$ cat src/hdl/sida_pkg.sv
package sida_pkg;

    localparam int SYMBOL_BUFFER = 20;
    localparam int MAX_PLACES    = SYMBOL_BUFFER - 2;
    localparam int POS_W         = $clog2(SYMBOL_BUFFER);

    localparam int VALUE_W       = 32;
    localparam int PLACES_W      = 5;
    localparam int CHAR_W        = 7;

    localparam int DIGITS        = 10;
    localparam int DIGIT_W       = $clog2(DIGITS);
    localparam int CONV_CYCLES   = VALUE_W;
    localparam int CNT_W         = $clog2(CONV_CYCLES);

    localparam logic [CHAR_W-1:0] CHAR_MINUS = 7'h2D;
    localparam logic [CHAR_W-1:0] CHAR_POINT = 7'h2E;
    localparam logic [CHAR_W-1:0] CHAR_ZERO  = 7'h30;

    typedef struct packed {
        logic signed [VALUE_W-1:0]  value;
        logic        [PLACES_W-1:0] decimal_places;
    } num_t;

    typedef struct packed {
        logic [CHAR_W-1:0] character;
        logic              last;
    } chr_t;

endpackage

$ cat src/hdl/signed_int_to_decimal_ascii_fixed_point.sv
// Channel | Signals                       | Item
// --------+-------------------------------+------------------------------------------
// num     | num_valid, num_ready, num     | signed value and count of decimal places
// chr     | chr_valid, chr_ready, chr     | one ASCII character and its last flag
//
// An item is converted to BCD by a shift-and-add-3 unit, then a sizing step finds the
// leading digit, then one character leaves per cycle while chr_ready is high.
// num_ready is high only while the sequencer is idle; the last character may still
// wait in the output register while the next item is taken.
// Reset is asynchronous and clears the sequencer and the output valid flag.
// A low chr_ready holds the current character and pauses the emission.
module signed_int_to_decimal_ascii_fixed_point (
    input  logic           clk,
    input  logic           rst_n,
    input  logic           num_valid,
    output logic           num_ready,
    input  sida_pkg::num_t num,
    output logic           chr_valid,
    input  logic           chr_ready,
    output sida_pkg::chr_t chr
);
    import sida_pkg::*;

    typedef enum logic [3:0] {
        ST_IDLE = 4'b0001,
        ST_CONV = 4'b0010,
        ST_SIZE = 4'b0100,
        ST_EMIT = 4'b1000
    } state_t;

    state_t             state_reg, state_next;
    logic [CNT_W-1:0]   cnt_reg, cnt_next;
    logic [VALUE_W-1:0] bin_reg, bin_next;
    logic [3:0]         bcd_reg [DIGITS];
    logic [3:0]         bcd_next [DIGITS];
    logic [3:0]         bcd_adj [DIGITS];
    logic               neg_reg, neg_next;
    logic [POS_W-1:0]   places_reg, places_next;
    logic [POS_W-1:0]   pos_reg, pos_next;
    logic               dot_reg, dot_next;
    logic               out_valid_reg, out_valid_next;
    chr_t               out_reg, out_next;

    logic [VALUE_W-1:0] raw;
    logic [VALUE_W-1:0] mag;
    logic [POS_W-1:0]   top_idx;
    logic [3:0]         digit_sel;
    logic               accept;
    logic               load_out;

    assign num_ready = (state_reg == ST_IDLE);
    assign accept    = num_valid && num_ready;
    assign chr_valid = out_valid_reg;
    assign chr       = out_reg;
    assign load_out  = (state_reg == ST_EMIT) && (!out_valid_reg || chr_ready);

    assign raw = num.value;
    assign mag = raw[VALUE_W-1] ? (~raw + 1'b1) : raw;

    always_comb
    begin
        for (int i = 0; i < DIGITS; i++)
        begin
            bcd_adj[i] = (bcd_reg[i] >= 4'd5) ? (bcd_reg[i] + 4'd3) : bcd_reg[i];
        end
    end

    always_comb
    begin
        top_idx = '0;
        for (int i = 0; i < DIGITS; i++)
        begin
            if (bcd_reg[i] != 4'd0)
            begin
                top_idx = POS_W'(i);
            end
        end
    end

    always_comb
    begin
        if (pos_reg < POS_W'(DIGITS))
        begin
            digit_sel = bcd_reg[pos_reg[DIGIT_W-1:0]];
        end
        else
        begin
            digit_sel = 4'd0;
        end
    end

    always_comb
    begin
        state_next     = state_reg;
        cnt_next       = cnt_reg;
        bin_next       = bin_reg;
        bcd_next       = bcd_reg;
        neg_next       = neg_reg;
        places_next    = places_reg;
        pos_next       = pos_reg;
        dot_next       = dot_reg;
        out_valid_next = out_valid_reg;
        out_next       = out_reg;

        if (out_valid_reg && chr_ready)
        begin
            out_valid_next = 1'b0;
        end

        unique case (state_reg)
            ST_IDLE:
            begin
                if (accept)
                begin
                    neg_next = raw[VALUE_W-1];
                    bin_next = mag;
                    cnt_next = '0;
                    for (int i = 0; i < DIGITS; i++)
                    begin
                        bcd_next[i] = 4'd0;
                    end
                    if (num.decimal_places > PLACES_W'(MAX_PLACES))
                    begin
                        places_next = POS_W'(MAX_PLACES);
                    end
                    else
                    begin
                        places_next = POS_W'(num.decimal_places);
                    end
                    state_next = ST_CONV;
                end
            end
            ST_CONV:
            begin
                bcd_next[0] = {bcd_adj[0][2:0], bin_reg[VALUE_W-1]};
                for (int i = 1; i < DIGITS; i++)
                begin
                    bcd_next[i] = {bcd_adj[i][2:0], bcd_adj[i-1][3]};
                end
                bin_next = {bin_reg[VALUE_W-2:0], 1'b0};
                cnt_next = cnt_reg + 1'b1;
                if (cnt_reg == CNT_W'(CONV_CYCLES - 1))
                begin
                    state_next = ST_SIZE;
                end
            end
            ST_SIZE:
            begin
                pos_next   = (top_idx > places_reg) ? top_idx : places_reg;
                dot_next   = 1'b0;
                state_next = ST_EMIT;
            end
            ST_EMIT:
            begin
                if (load_out)
                begin
                    out_valid_next = 1'b1;
                    if (neg_reg)
                    begin
                        out_next.character = CHAR_MINUS;
                        out_next.last      = 1'b0;
                        neg_next           = 1'b0;
                    end
                    else if (dot_reg)
                    begin
                        out_next.character = CHAR_POINT;
                        out_next.last      = 1'b0;
                        dot_next           = 1'b0;
                    end
                    else
                    begin
                        out_next.character = CHAR_ZERO + {3'b000, digit_sel};
                        out_next.last      = (pos_reg == '0);
                        if ((places_reg != '0) && (pos_reg == places_reg))
                        begin
                            dot_next = 1'b1;
                        end
                        if (pos_reg == '0)
                        begin
                            state_next = ST_IDLE;
                        end
                        else
                        begin
                            pos_next = pos_reg - 1'b1;
                        end
                    end
                end
            end
            default:
            begin
                state_next = ST_IDLE;
            end
        endcase
    end

    always_ff @(posedge clk or negedge rst_n)
    begin
        if (!rst_n)
        begin
            state_reg     <= ST_IDLE;
            cnt_reg       <= '0;
            out_valid_reg <= 1'b0;
        end
        else
        begin
            state_reg     <= state_next;
            cnt_reg       <= cnt_next;
            out_valid_reg <= out_valid_next;
        end
    end

    always_ff @(posedge clk)
    begin
        bin_reg    <= bin_next;
        bcd_reg    <= bcd_next;
        neg_reg    <= neg_next;
        places_reg <= places_next;
        pos_reg    <= pos_next;
        dot_reg    <= dot_next;
        out_reg    <= out_next;
    end

endmodule

$ cat config.mk
export PLATFORM = sky130hd
export DESIGN_NAME = signed_int_to_decimal_ascii_fixed_point
export DESIGN_NICKNAME = d
export VERILOG_FILES = /design/src/hdl/sida_pkg.sv /design/src/hdl/signed_int_to_decimal_ascii_fixed_point.sv
export SDC_FILE = /design/constraint.sdc
export NUM_CORES = 1
export LEC_CHECK = 0
export BUFFER_PORTS_ARGS = -buffer_cell sky130_fd_sc_hd__buf_4
export CORE_MARGIN = 2
export CORE_UTILIZATION = 57
export CTS_BUF_LIST = sky130_fd_sc_hd__clkbuf_8
export DETAILED_ROUTE_END_ITERATION = 8
export GPL_TIMING_DRIVEN = 1
export PLACE_DENSITY = 0.89
export SLEW_MARGIN = 40
export SYNTH_ARGS = -nofsm -noshare
export SYNTH_HDL_FRONTEND = slang
export SYNTH_SLANG_ARGS = --single-unit
$ cat constraint.sdc
create_clock -name clk -period 2.95 [get_ports clk]
set_clock_uncertainty 0.1 [all_clocks]
set_input_delay 0.59 -clock clk [delete_from_list [all_inputs] [get_ports clk]]
set_output_delay 0.59 -clock clk [all_outputs]
set_load 0.005 [all_outputs]
== Word-level counts from Yosys, hierarchy flattened ==
Cells that the tools add are included.
W data, S select, Z words.

* $add $sub $neg: 14
* Multiply operators: 0
* Divide/modulo/power cells: 0
* Order comparisons: 14
* Eq/ne operators: 13
* Shift-type cells: 0
* Multiplexer cells: 55
* Bitwise gates (word level): 2
* Reduce and logical (&&, ||, !) cells: 28

{| class="wikitable"
|+ Operators by type and width
! cell !! number
|-
| $pmux W40 S2 || 1
|-
| $mux W4 || 18
|-
| $mux W5 || 14
|-
| $mux W32 || 2
|-
| $pmux W32 S2 || 1
|-
| $ge A4 B3 Y1 const B || 10
|-
| $mux W40 || 1
|-
| $add A4 B2 Y4 const B || 9
|-
| $reduce_bool A4 Y1 || 9
|-
| $add A32 B1 Y32 const B || 1
|-
| $not A32 Y32 || 1
|-
| $pmux W5 S2 || 2
|-
| $bmux W4 S4 || 1
|-
| $pmux W4 S4 || 1
|-
| $mux W1 || 10
|-
| $ne A2 B2 Y1 const B || 5
|-
| $add A6 B4 Y7 const A || 1
|-
| $mux W3 || 2
|-
| $reduce_and A2 Y1 || 3
|-
| $reduce_and A3 Y1 || 2
|-
| $reduce_and A6 Y1 || 1
|-
| $reduce_bool A2 Y1 || 3
|-
| $add A5 B1 Y5 const B || 1
|-
| $eq A5 B5 Y1 || 1
|-
| 21 further kinds || 26
|}

* Register bits: 102
* Bits in latches: 0
* Bits in writable memories: 0
* Memory bits (read-only): 0
* Word-level logic and storage cells: 147
* Memories: 0

== Depth between registers and ports, before layout ==
Gate-level depths: netlist of run 1.

* Depth in word-level cells: 13
* Mapped depth: 11
* Mapped depth without buffers: 11

== Worst setup path after synthesis of run 1 ==
OpenSTA, ideal clock, no wires.

* Path kind: flip-flop to flip-flop
* Start point: register state_reg[2]
* End point: register bcd_reg[0] in the netlist's numbering, enable pin
* Arrival time: 2.918 ns
* Path slack: -0.494 ns
* Cell stages (with the launch flop): 7
* Clock period less this slack: 3.444 ns
* Path through: dfrtp_1 clkbuf_1 nor4b_1 nand2_1 inv_1 nor2_1 inv_1

* Word-level cells in the longest chain between the ends: 4
* Elaborated cells on any way between the ends: 6
* Classes of those cells: 3 x eq/ne; 3 x reduce/logical

{| class="wikitable"
|+ Ends and longest elaborated chain
! item !! RTL line !! source
|-
| from (decl) || signed_int_to_decimal_ascii_fixed_point.sv:31 || <nowiki>state_t state_reg, state_next;</nowiki>
|-
| from (signal assigned) || signed_int_to_decimal_ascii_fixed_point.sv:206 || <nowiki>state_reg <= state_next;</nowiki>
|-
| $eq A4 B1 Y1 (*) || signed_int_to_decimal_ascii_fixed_point.sv:51 || <nowiki>assign num_ready = (state_reg == ST_IDLE);</nowiki>
|-
| via num_ready || signed_int_to_decimal_ascii_fixed_point.sv:16 || <nowiki>output logic num_ready,</nowiki>
|-
| $logic_and A1 B1 Y1 || signed_int_to_decimal_ascii_fixed_point.sv:52 || <nowiki>assign accept = num_valid && num_ready;</nowiki>
|-
| $ne A2 B1 Y1 (no line) || n/a ||
|-
| $reduce_and A2 Y1 (no line) (*) || n/a ||
|-
| to (signal assigned) || signed_int_to_decimal_ascii_fixed_point.sv:215 || <nowiki>bcd_reg <= bcd_next;</nowiki>
|-
| to (decl) || signed_int_to_decimal_ascii_fixed_point.sv:34 || <nowiki>logic [3:0] bcd_reg [DIGITS];</nowiki>
|}

Mark *: on every way through the listed nets, which the timed path passes. The rest lies on a longest branch.
A chain may end at the register's enable or synchronous reset.

== Worst setup path after layout of run 1 ==
* Start point: register bcd_reg[12] in the netlist's numbering
* End point: register pos_reg[3] (data pin)

* Word-level cells in the longest chain between the ends: 8

{| class="wikitable"
|+ Ends and longest elaborated chain
! item !! RTL line !! source
|-
| $reduce_bool A4 Y1 (*) || signed_int_to_decimal_ascii_fixed_point.sv:73 || <nowiki>if (bcd_reg[i] != 4'd0)</nowiki>
|-
| $mux W5 (*) (4 in series) || signed_int_to_decimal_ascii_fixed_point.sv:73 ||
|-
| $gt A5 B5 Y1 || signed_int_to_decimal_ascii_fixed_point.sv:149 || <nowiki>pos_next = (top_idx > places_reg) ? top_idx : places_reg;</nowiki>
|-
| $mux W5 (*) || signed_int_to_decimal_ascii_fixed_point.sv:149 ||
|-
| $pmux W5 S2 (*) || signed_int_to_decimal_ascii_fixed_point.sv:110 || <nowiki>unique case (state_reg)</nowiki>
|-
| via pos_next[3] || signed_int_to_decimal_ascii_fixed_point.sv:39 || <nowiki>logic [POS_W-1:0] pos_reg, pos_next;</nowiki>
|-
| to (signal assigned) || signed_int_to_decimal_ascii_fixed_point.sv:218 || <nowiki>pos_reg <= pos_next;</nowiki>
|-
| to (decl) || signed_int_to_decimal_ascii_fixed_point.sv:39 ||
|}

Marked as above.

==> results of run 1 <==
-- cells in the mapped netlist (all sizes together), types with 5 or more instances --
library cell / n / area share, %
edfxtp: 90 / 43
nand2: 71 / 4.2
nor2: 71 / 4.2
a21oi: 52 / 4.1
o21ai: 44 / 3.5
xor2: 41 / 5.7
inv: 36 / 2.1
ha: 31 / 6.1
clkbuf: 23 / 1.4
nand2b: 20 / 2.0
nor3: 14 / 1.1
nand3: 12 / 1.0
xnor2: 12 / 1.7
mux2i: 11 / 1.7
o31ai: 11 / 1.3
o41ai: 11 / 1.9
dfrtp: 9 / 3.6
buf: 8 / 0.75
nor3b: 8 / 0.95
mux4: 7 / 2.5
nor2b: 6 / 0.59
nor4: 6 / 0.83
o22ai: 6 / 0.59
or3: 6 / 0.67
or2: 5 / 0.49
-- worst reg2reg max path: cells and delay by family (launching register included) --
| kind | cells | cell delay [ps] |
|---|---|---|
| AOI/OAI and AO/OA | 5 | 760 |
| DFF | 1 | 450 |
| and+or+nand+nor | 3 | 560 |
| adders and majority gates | 2 | 550 |
| buffers and inverters | 2 | 300 |
-- through the flow --
stage | setup TNS [ps] | setup WS [ps]
floorplan | 0 | 170.2
global placement | 0 | 108.1
detailed placement | -362.1 | -146.8
CTS | -3.374 | -3.374
global route | -297.6 | -116.2
finish | -14.03 | -14.03
-- metal layers --
| layer | share of wire, % | vias up | GRT usage, % |
|---|---|---|---|
| met1 | 40 | 2421 | 28.76 |
| met4 | 3.2 | 0 | 11.48 |
| met2 | 52 | 176 | 42.33 |
| met3 | 4.8 | 41 | 3.201 |
| met5 | 0 | - | 0 |
| li1 | - | 2395 | - |
-- cell families (layout without fill, tap and decap cells) --
kind of cell             after synthesis  count (layout)  synth area share [%]
AO/OA/AOI/OAI                        139             139                 13.36
XOR/XNOR                              53              53                 7.341
adder cells (fa/ha/maj)               31              31                 6.134
buffers and inverters                 67             130                 4.254
flip-flops                           100             100                 46.72
multiplexers                          18              18                 4.234
other                                  2               2                0.1188
AND/OR/NAND/NOR                      233             233                 17.85
-- area by class of cell --
type	count	area share (%)
flip-flops and latches	100	40.13
repair buffers	78	8.328
multi-input cells	476	43.93
clock buffers	9	1.683
well taps	140	2.379
inverters	36	1.886
clock inverters	7	1.666
-- where the power goes --
group | internal [W] | total, W | switching, W
Clock | 0.000569 | 0.00108 | 0.000513
Sequential | 0.00227 | 0.00269 | 0.000420
Combinational | 0.00108 | 0.00256 | 0.00148
-- timing repair --
item	in CTS	in global routing
gates resized for setup	8	24
hold buffers	1	0
pin swaps	0	6
setup buffers	2	11
setup endpoints to repair	4	4
hold endpoints to repair	9	0
-- final timing paths --
| path | from | to | slack, ps |
|---|---|---|---|
| setup reg to reg | bcd_reg[12]$_SDFFCE_PN0P_ | pos_reg[3]$_DFFE_PP_ | -10 |
| hold reg to reg | bin_reg[30]$_DFFE_PP_ | bin_reg[31]$_DFFE_PP_ | 410 |
| setup / recovery | bcd_reg[12]$_SDFFCE_PN0P_ | pos_reg[3]$_DFFE_PP_ | -10 |
| max in group asynchronous | rst_n | state_reg[0]$_DFFE_PN1P_ | 2060 |
| hold / removal | num_valid | state_reg[0]$_DFFE_PN1P_ | 290 |
| min in group asynchronous | rst_n | state_reg[3]$_DFFE_PN0P_ | 460 |
==> run_results.csv, run 1 <==
group,metric,value,unit
status,status,"finished with violations",
status,violations,"setup timing",
clock_tree,tritoncts.num_buffers,9,
synthesis,synth_seq_cells,100,
sta,timing.final.ws_setup,-14.03,ps
synthesis,syn_nets,715,
finish,area.growth.synth_to_final,16.42,%
worst_setup_path,crit_buf_inv,2,
worst_setup_path,crit_required,2980,ps
clock_tree,clock_path_buffers,2,
routing,drc_errors,0,
synthesis,yosys_warnings,0,
finish,mostFrequentLayoutCell,"edfxtp_1",
placed_design,placed_area,0.006880,mm^2
synthesis,synth_async_sr_flop_share,10.00,%
pwr,p_leak,2.838,nW
floorplanning,die_area,0.01195,mm^2
floorplanning,core,0.01084,mm^2
worst_setup_path,crit_cells,12,
sta,hold_ws,290.2,ps
global_routing,grt_pass1_vias,4944,
clock_tree,cts_root_buffer,"clkbuf_8",
global_routing,grt_max_degree,73,
worst_setup_path,cp-end-kind,"flip-flop",
floorplanning,start_util,58.33,%
worst_setup_path,start_kind,"flip-flop",
sta,finalSetupViolations,1,
synthesis,synthesis.area,0.006324,mm^2
finish,n_fill_cell,789,
finish,regArea,0.002954,mm^2
sta,finalCriticalPeriod,2964,ps
worst_setup_path,slowest_stage,"edfxtp_1",
synthesis,ys_seq_area_share,46.72,%
finish,multi_input_area,0.003234,mm^2
sta,hold_viol,0,
routing,dr.pass1.iters,6,
synthesis,syn_area_per_cell,9.834,um^2
finish,postLayoutCoreUtil,67.91,%
pwr,peakVddDrop,0.5824,mV
routing,drt_first_iter_violations,299,
placed_design,hpwl,9825,um
finish,finalInstanceArea,0.007362,mm^2
sta,maxSlewViolCount,0,
clock_tree,tritoncts,"done",
routing,vias,5033,
clock_tree,clk_pin_slew_worst_paths,110,ps
global_routing,grt_pass1_wl,22450,um
worst_hold_path,min_path_type,"input port to flip-flop",
clock_tree,htree_levels,3,
worst_setup_path,cpMostUsedCell,"ha_1",
synthesis,synth_edf_count,90,
placed_design,place.gp.congestion,0.8936,
placed_design,dp_cells,816,
global_routing,antenna_found_initial,0,
finish,layout_common_cells,"90 x edfxtp_1, 75 x buf_4, 71 x nor2_1",
flow_run,cap_viol_max_count,0,
worst_setup_path,r2r_cells,12,
placed_design,portBuffers,48,
pwr,total_power,0.006331,W
synthesis,ys_types,59,
worst_setup_path,crit_fanout,4,
clock_tree,cts.sinks,100,
worst_setup_path,crit_family,"compound AO/OA/AOI/OAI gates",
global_routing,grt_overflow,0,
synthesis,ys.flop_type,"edfxtp_1",
floorplanning,rows,38,
routing,ant_nets,0,
finish,final_cells,846,
floorplanning,die_x,109.3,um
pwr,power_density,859.9,mW/mm^2
sta,max_freq,337.4,MHz
routing,viasPerCell,5.949,
worst_setup_path,crit_chain,"inv_1 -> ha_1 -> nor3b_4 -> and2_4 -> a31oi_2 -> ha_1 -> a21oi_1 -> o22ai_1 -> o21a_2 -> buf_4 -> nand3_1 -> o311ai_1",
routing,wl,13900,um
worst_setup_path,slowest_delay,450,ps
finish,num-nets-final,773,
sta,max_slew_margin,55.64,%
sta,fin_crit_sh,100.5,%
floorplanning,die-height,109.3,um
synthesis,syn-instance-count,643,
finish,diodes,0,
finish,layout-drive-gt1-share,19.41,%
routing,wl_per_cell,16.43,um
sta,tightestPinTransition,665.4,ps
worst_hold_path,worstHoldPathCells,2,
clock_tree,insertion_delay,380,ps
worst_setup_path,crit_type,"flip-flop to flip-flop",
worst_setup_path,arrival,3000,ps
global_routing,gr-usage-all-layers,23.93,%
finish,largest_reg_flops,40,
floorplanning,ios,51,
No activity file was read; power rests on OpenSTA's default activity.
==> inputs of run 2 (changes only) <==
--- a/config.mk
+++ b/config.mk
@@ -6,7 +6,6 @@
 export NUM_CORES = 1
 export LEC_CHECK = 0
 export BUFFER_PORTS_ARGS = -buffer_cell sky130_fd_sc_hd__buf_4
-export CORE_MARGIN = 2
 export CORE_UTILIZATION = 57
 export CTS_BUF_LIST = sky130_fd_sc_hd__clkbuf_8
 export DETAILED_ROUTE_END_ITERATION = 8
==> run_results.csv, run 2 (synthesis results as in run 1) <==
group,metric,value,unit
pwr,power_density,880.9,mW/mm^2
pwr,p_sw_share,37.81,%
flow_run,cap_viol_max_count,0,
pwr,p_leak,2.889,nW
finish,largest_reg_flops,40,
pwr,clkPwrFrac,18.8,%
sta,finalCriticalPeriod,2968,ps
finish,area.growth.synth_to_final,18.22,%
worst_setup_path,r2r_start,"bcd_reg[8]$_SDFFCE_PN0P_",
floorplanning,die_area,0.01152,mm^2
placed_design,place.gp.congestion,0.9361,
routing,vias,5127,
clock_tree,cts.sinks,100,
finish,num-nets-final,776,
floorplanning,rows,38,
pwr,p_int,0.004096,W
routing,drc_errors,0,
worst_hold_path,worstHoldPathCells,2,
routing,wl,14770,um
floorplanning,core,0.01084,mm^2
worst_setup_path,crit_required,2970,ps
worst_setup_path,crit_chain,"inv_1 -> ha_1 -> nor3b_2 -> nand2b_1 -> nand2_1 -> a41oi_2 -> ha_1 -> a41oi_2 -> o21a_4 -> mux2i_2 -> mux2i_1",
placed_design,hpwl,9858,um
routing,wl_per_cell,17.40,um
finish,postLayoutCoreUtil,68.96,%
worst_setup_path,r2r_cells,11,
floorplanning,die_x,107.3,um
worst_setup_path,slowest_stage,"edfxtp_1",
worst_setup_path,r2r_slack,-20,ps
clock_tree,cts_root_buffer,"clkbuf_8",
worst_setup_path,crit_fanout,5,
routing,ant_nets,0,
clock_tree,insertion_delay,380,ps
clock_tree,tritoncts,"done",
worst_setup_path,arrival,2990,ps
global_routing,grt_overflow,0,
sta,hold_viol,0,
worst_setup_path,slowest_delay,460,ps
sta,hold_ws,283.3,ps
finish,mostFrequentLayoutCell,"edfxtp_1",
sta,fin_tns_setup,-17.64,ps
pwr,switchingPower,0.002490,W
clock_tree,tritoncts.num_buffers,9,
global_routing,grt_max_degree,73,
worst_hold_path,holdPathEnd,"state_reg[0]$_DFFE_PN1P_",
floorplanning,die-height,107.3,um
sta,finalSetupViolations,1,
worst_hold_path,hp-start,"num_valid",
floorplanning,start_util,58.33,%
status,violations,"setup timing",
pwr,pwr-share-seq,40.9,%
routing,drt_first_iter_violations,352,
worst_hold_path,min_path_type,"input port to flip-flop",
sta,tightestPinTransition,658.0,ps
clock_tree,clock_path_buffers,2,
pwr,total_power,0.006585,W
global_routing,grt_pass1_vias,5055,
finish,layout_common_cells,"90 x edfxtp_1, 78 x buf_4, 71 x nor2_1",
worst_setup_path,cp-end-kind,"flip-flop",
routing,viasPerCell,6.039,
finish,layout-drive-gt1-share,20.31,%
global_routing,grt_pass1_wl,23270,um
worst_setup_path,crit_type,"flip-flop to flip-flop",
finish,diodes,0,
sta,maxSlewViolCount,0,
clock_tree,htree_levels,3,
global_routing,gr-usage-all-layers,25.89,%
pwr,pwr-share-comb,40.3,%
sta,max_slew_margin,56.14,%
sta,fin_crit_sh,100.6,%
pwr,peakVddDrop,0.5324,mV
worst_setup_path,crit_buf_inv,1,
clock_tree,clk_pin_slew_worst_paths,100,ps
sta,max_freq,337.0,MHz
placed_design,dp_cells,816,
status,status,"finished with violations",
worst_setup_path,r2r_end,"pos_reg[1]$_DFFE_PP_",
routing,dr.pass1.iters,5,
global_routing,antenna_found_initial,0,
placed_design,portBuffers,48,
floorplanning,ios,51,
worst_setup_path,start_kind,"flip-flop",
worst_setup_path,crit_family,"compound AO/OA/AOI/OAI gates",
finish,final_cells,849,
sta,timing.final.ws_setup,-17.64,ps
## run 2: cell count changes in the layout (fill, tap and decap cells not counted), sizes merged
cell and delta:
buf +3, bufinv +2, clkinvlp -2
## run 2: repair_timing
action	in CTS	in global routing
pin swaps	3	9
resized for setup	16	22
hold endpoints to repair	9	0
hold buffers	1	0
setup buffers	6	10
endpoints found under the setup margin	4	4
gates cloned	0	0
## run 2: worst reg2reg max path: stages (launching register included)
cell and delay [ps]:
edfxtp_1 460, inv_1 140, ha_1 230, nor3b_2 230, nand2b_1 150, nand2_1 100, a41oi_2 220, ha_1 280
a41oi_2 240, o21a_4 210, mux2i_2 250, mux2i_1 110
## run 2: stage by stage
step	setup WS, ps	area [um^2]
final	-17.64	7476
after global routing	-45.68	7476
after CTS	11.47	7297
after detailed placement	-115.6	6880
after global placement	108.1	6880
after floorplan	170.2	6327
## run 2: metal layers
layer	up-vias	wire length, um	track usage (%)
li1	2411	-	-
met1	2433	5675	29.97
met2	238	7716	46.36
met3	45	933	4.237
met4	0	447	12.82
met5	-	0	0
## run 2: cell type report
cell class / count / area (um^2)
clock buffers: 9 / 123.9
clock inverters: 7 / 162.7
fillers: 756 / 3364
inverters: 36 / 138.9
multi-input cells: 476 / 3286
flip-flops and latches: 100 / 2954
well taps: 140 / 175.2
repair buffers: 81 / 635.6
## run 2: power groups by stage
stage	Clock, W	Combinational, W	Sequential (W)
after floorplan	0	0.00168	0.00257
after global placement	0	0.00215	0.00264
after detailed placement	0	0.00232	0.00268
after CTS	0.00123	0.00243	0.00266
after global routing	0.00128	0.00291	0.00276
final	0.00124	0.00265	0.00270
## run 2: how the worst max path moves through the flow
stage / from / endpoint / slack, ps / cells past startpoint
floorplan: state_reg[2]$_DFFE_PN0P_ / bcd_reg[0]$_SDFFCE_PN0P_ / 170 / 6
global placement: bcd_reg[29]$_SDFFCE_PN0P_ / pos_reg[1]$_DFFE_PP_ / 110 / 10
detailed placement: bcd_reg[0]$_SDFFCE_PN0P_ / pos_reg[2]$_DFFE_PP_ / -120 / 10
CTS: bcd_reg[0]$_SDFFCE_PN0P_ / pos_reg[3]$_DFFE_PP_ / 10 / 11
global route: bcd_reg[9]$_SDFFCE_PN0P_ / pos_reg[1]$_DFFE_PP_ / -50 / 11
finish: bcd_reg[8]$_SDFFCE_PN0P_ / pos_reg[1]$_DFFE_PP_ / -20 / 11
==> inputs of run 3 (changes only) <==
--- a/config.mk
+++ b/config.mk
@@ -6,11 +6,11 @@
 export NUM_CORES = 1
 export LEC_CHECK = 0
 export BUFFER_PORTS_ARGS = -buffer_cell sky130_fd_sc_hd__buf_4
-export CORE_UTILIZATION = 57
+export CORE_UTILIZATION = 63
 export CTS_BUF_LIST = sky130_fd_sc_hd__clkbuf_8
 export DETAILED_ROUTE_END_ITERATION = 8
 export GPL_TIMING_DRIVEN = 1
-export PLACE_DENSITY = 0.89
+export PLACE_DENSITY = 0.93
 export SLEW_MARGIN = 40
 export SYNTH_ARGS = -nofsm -noshare
 export SYNTH_HDL_FRONTEND = slang
==> constraint.sdc (replaced) <==
create_clock -name clk -period 3.3 [get_ports clk]
set_clock_uncertainty 0.1 [all_clocks]
set_input_delay 0.66 -clock clk [delete_from_list [all_inputs] [get_ports clk]]
set_output_delay 0.66 -clock clk [all_outputs]
set_load 0.005 [all_outputs]
==> run_results.csv, run 3 (synthesis results as in run 1) <==
group,metric,value,unit
worst_hold_path,worstHoldPathCells,2,
clock_tree,post-cts-setup-buffers,0,
pwr,switchingPower,0.002065,W
worst_setup_path,crit_fanout,6,
finish,diodes,0,
worst_setup_path,arrival,3090,ps
routing,dr.pass1.iters,5,
floorplanning,core,0.009729,mm^2
finish,mostFrequentLayoutCell,"edfxtp_1",
finish,area.growth.synth_to_final,10.84,%
sta,finalCriticalPeriod,3066,ps
flow_run,cap_viol_max_count,0,
finish,largest_reg_flops,40,
worst_setup_path,crit_type,"flip-flop to flip-flop",
worst_hold_path,min_path_type,"input port to flip-flop",
finish,layout_common_cells,"90 x edfxtp_1, 71 x nor2_1, 71 x nand2_1",
global_routing,grt_pass1_wl,22580,um
clock_tree,cts_root_buffer,"clkbuf_8",
clock_tree,cts.sinks,100,
sta,maxSlewViolCount,0,
global_routing,grt_pass1_vias,4939,
pwr,p_sw_share,39.51,%
worst_setup_path,crit_required,3320,ps
sta,tightestPinTransition,637.3,ps
floorplanning,rows,36,
finish,n_fill_cell,680,
placed_design,portBuffers,48,
finish,num-nets-final,751,
clock_tree,clk_pin_slew_worst_paths,100,ps
sta,max_freq,326.2,MHz
worst_hold_path,hp-start,"num_valid",
pwr,clkPwrFrac,15.4,%
pwr,pwr-share-comb,38.5,%
floorplanning,die-height,102.2,um
clock_tree,clock_path_buffers,2,
routing,viasPerCell,5.994,
worst_setup_path,r2r_start,"bcd_reg[28]$_SDFFCE_PN0P_",
pwr,pwr-share-seq,46.1,%
global_routing,grt_max_degree,61,
sta,finalSetupViolations,0,
worst_setup_path,start_kind,"flip-flop",
floorplanning,die_x,102.2,um
routing,ant_nets,0,
global_routing,gr-usage-all-layers,27.91,%
placed_design,place.gp.congestion,0.8793,
clock_tree,tritoncts.num_buffers,9,
pwr,total_power,0.005228,W
worst_setup_path,r2r_end,"pos_reg[2]$_DFFE_PP_",
sta,hold_viol,0,
routing,drt_first_iter_violations,276,
routing,drc_errors,0,
routing,wl_per_cell,16.43,um
global_routing,antenna_found_initial,0,
status,status,"finished, final reports clean",
finish,layout-drive-gt1-share,14.04,%
floorplanning,ios,51,
sta,fin_crit_sh,92.91,%
pwr,p_leak,2.696,nW
clock_tree,tritoncts,"done",
worst_hold_path,holdPathEnd,"state_reg[0]$_DFFE_PN1P_",
pwr,p_int,0.003162,W
clock_tree,insertion_delay,380,ps
worst_setup_path,cp-end-kind,"flip-flop",
placed_design,hpwl,9832,um
floorplanning,start_util,64.99,%
pwr,peakVddDrop,0.4195,mV
worst_setup_path,r2r_slack,230,ps
pwr,power_density,745.8,mW/mm^2
routing,vias,4897,
sta,fin_tns_setup,0,ps
global_routing,grt_overflow,0,
sta,rsz0062_at_grt,"no",
worst_setup_path,r2r_cells,10,
floorplanning,die_area,0.01044,mm^2
routing,wl,13420,um
clock_tree,htree_levels,3,
sta,max_slew_margin,57.51,%
## run 3: cell types whose count changed in the layout (fill, tap and decap cells not counted), sizes merged
cell / delta
bufinv: -4
clkinv: +3
inv: +1
buf: -25
## run 3: worst max path at each step
stage | cells past startpoint | to | startpoint | slack, ps
2_1_floorplan | 6 | bcd_reg[0]$_SDFFCE_PN0P_ | state_reg[2]$_DFFE_PN0P_ | 520
3_3_place_gp | 10 | pos_reg[1]$_DFFE_PP_ | bcd_reg[28]$_SDFFCE_PN0P_ | 370
3_5_place_dp | 10 | pos_reg[2]$_DFFE_PP_ | bcd_reg[16]$_SDFFCE_PN0P_ | 200
4_1_cts | 10 | pos_reg[2]$_DFFE_PP_ | bcd_reg[16]$_SDFFCE_PN0P_ | 160
5_1_grt | 10 | pos_reg[2]$_DFFE_PP_ | bcd_reg[28]$_SDFFCE_PN0P_ | 30
6_report | 10 | pos_reg[2]$_DFFE_PP_ | bcd_reg[28]$_SDFFCE_PN0P_ | 230
## run 3: metal layers
metal	track usage [%]	vias to the layer above	part of all wire [%]
met3	4.036	39	6.7
met4	11.98	0	2.8
li1	-	2358	-
met2	49.87	222	52
met1	33.65	2278	39
met5	0	-	0
## run 3: critical path, stage by stage, from the launching register on
cell and delay (ps):
edfxtp_1 440, inv_1 130, ha_1 220, or3b_2 480, o2111ai_1 200, a41oi_1 170, ha_1 320, a41oi_1 180
o21a_2 240, mux2i_1 220, o21ai_0 100
## run 3: final cells by class
class	instances	area (um^2)	share of cell area, %
clock buffer	9	123.9	1.767
clock inverter	7	76.32	1.089
inverter	36	138.9	1.981
multi-input combinational	476	3127	44.61
sequential	100	2954	42.15
tap	133	166.4	2.374
timing repair buffer	56	422.9	6.034
## run 3: through the flow
| step | setup WS (ps) | utilization (%) | area, um^2 | instances | hold slack (ps) |
|---|---|---|---|---|---|
| after floorplan | 520.2 | - | 6327 | 643 | 264.4 |
| after global placement | 374.1 | 69.68 | 6779 | 800 | 393.4 |
| after detailed placement | 202.2 | 69.71 | 6783 | 800 | 393.4 |
| after CTS | 159.8 | 71.88 | 6993 | 817 | 337.2 |
| after global routing | 27.13 | 72.04 | 7009 | 817 | 348.8 |
| final | 234.0 | 72.04 | 7009 | 817 | 340.3 |
## run 3: timing repair
action / CTS / global route
endpoints found under the hold margin: 9 / 0
hold buffers: 1 / 0
endpoints found under the setup margin: 0 / 4
resized for setup: 0 / 4
## run 3: power groups by stage
stage               clock network [W]  registers, W  logic [W]
finish                       0.000807       0.00241    0.00201
global route                 0.000857       0.00247    0.00226
CTS                          0.000809       0.00239    0.00200
detailed placement                  0       0.00242    0.00197
global placement                    0       0.00238    0.00183
floorplan                           0       0.00229    0.00150
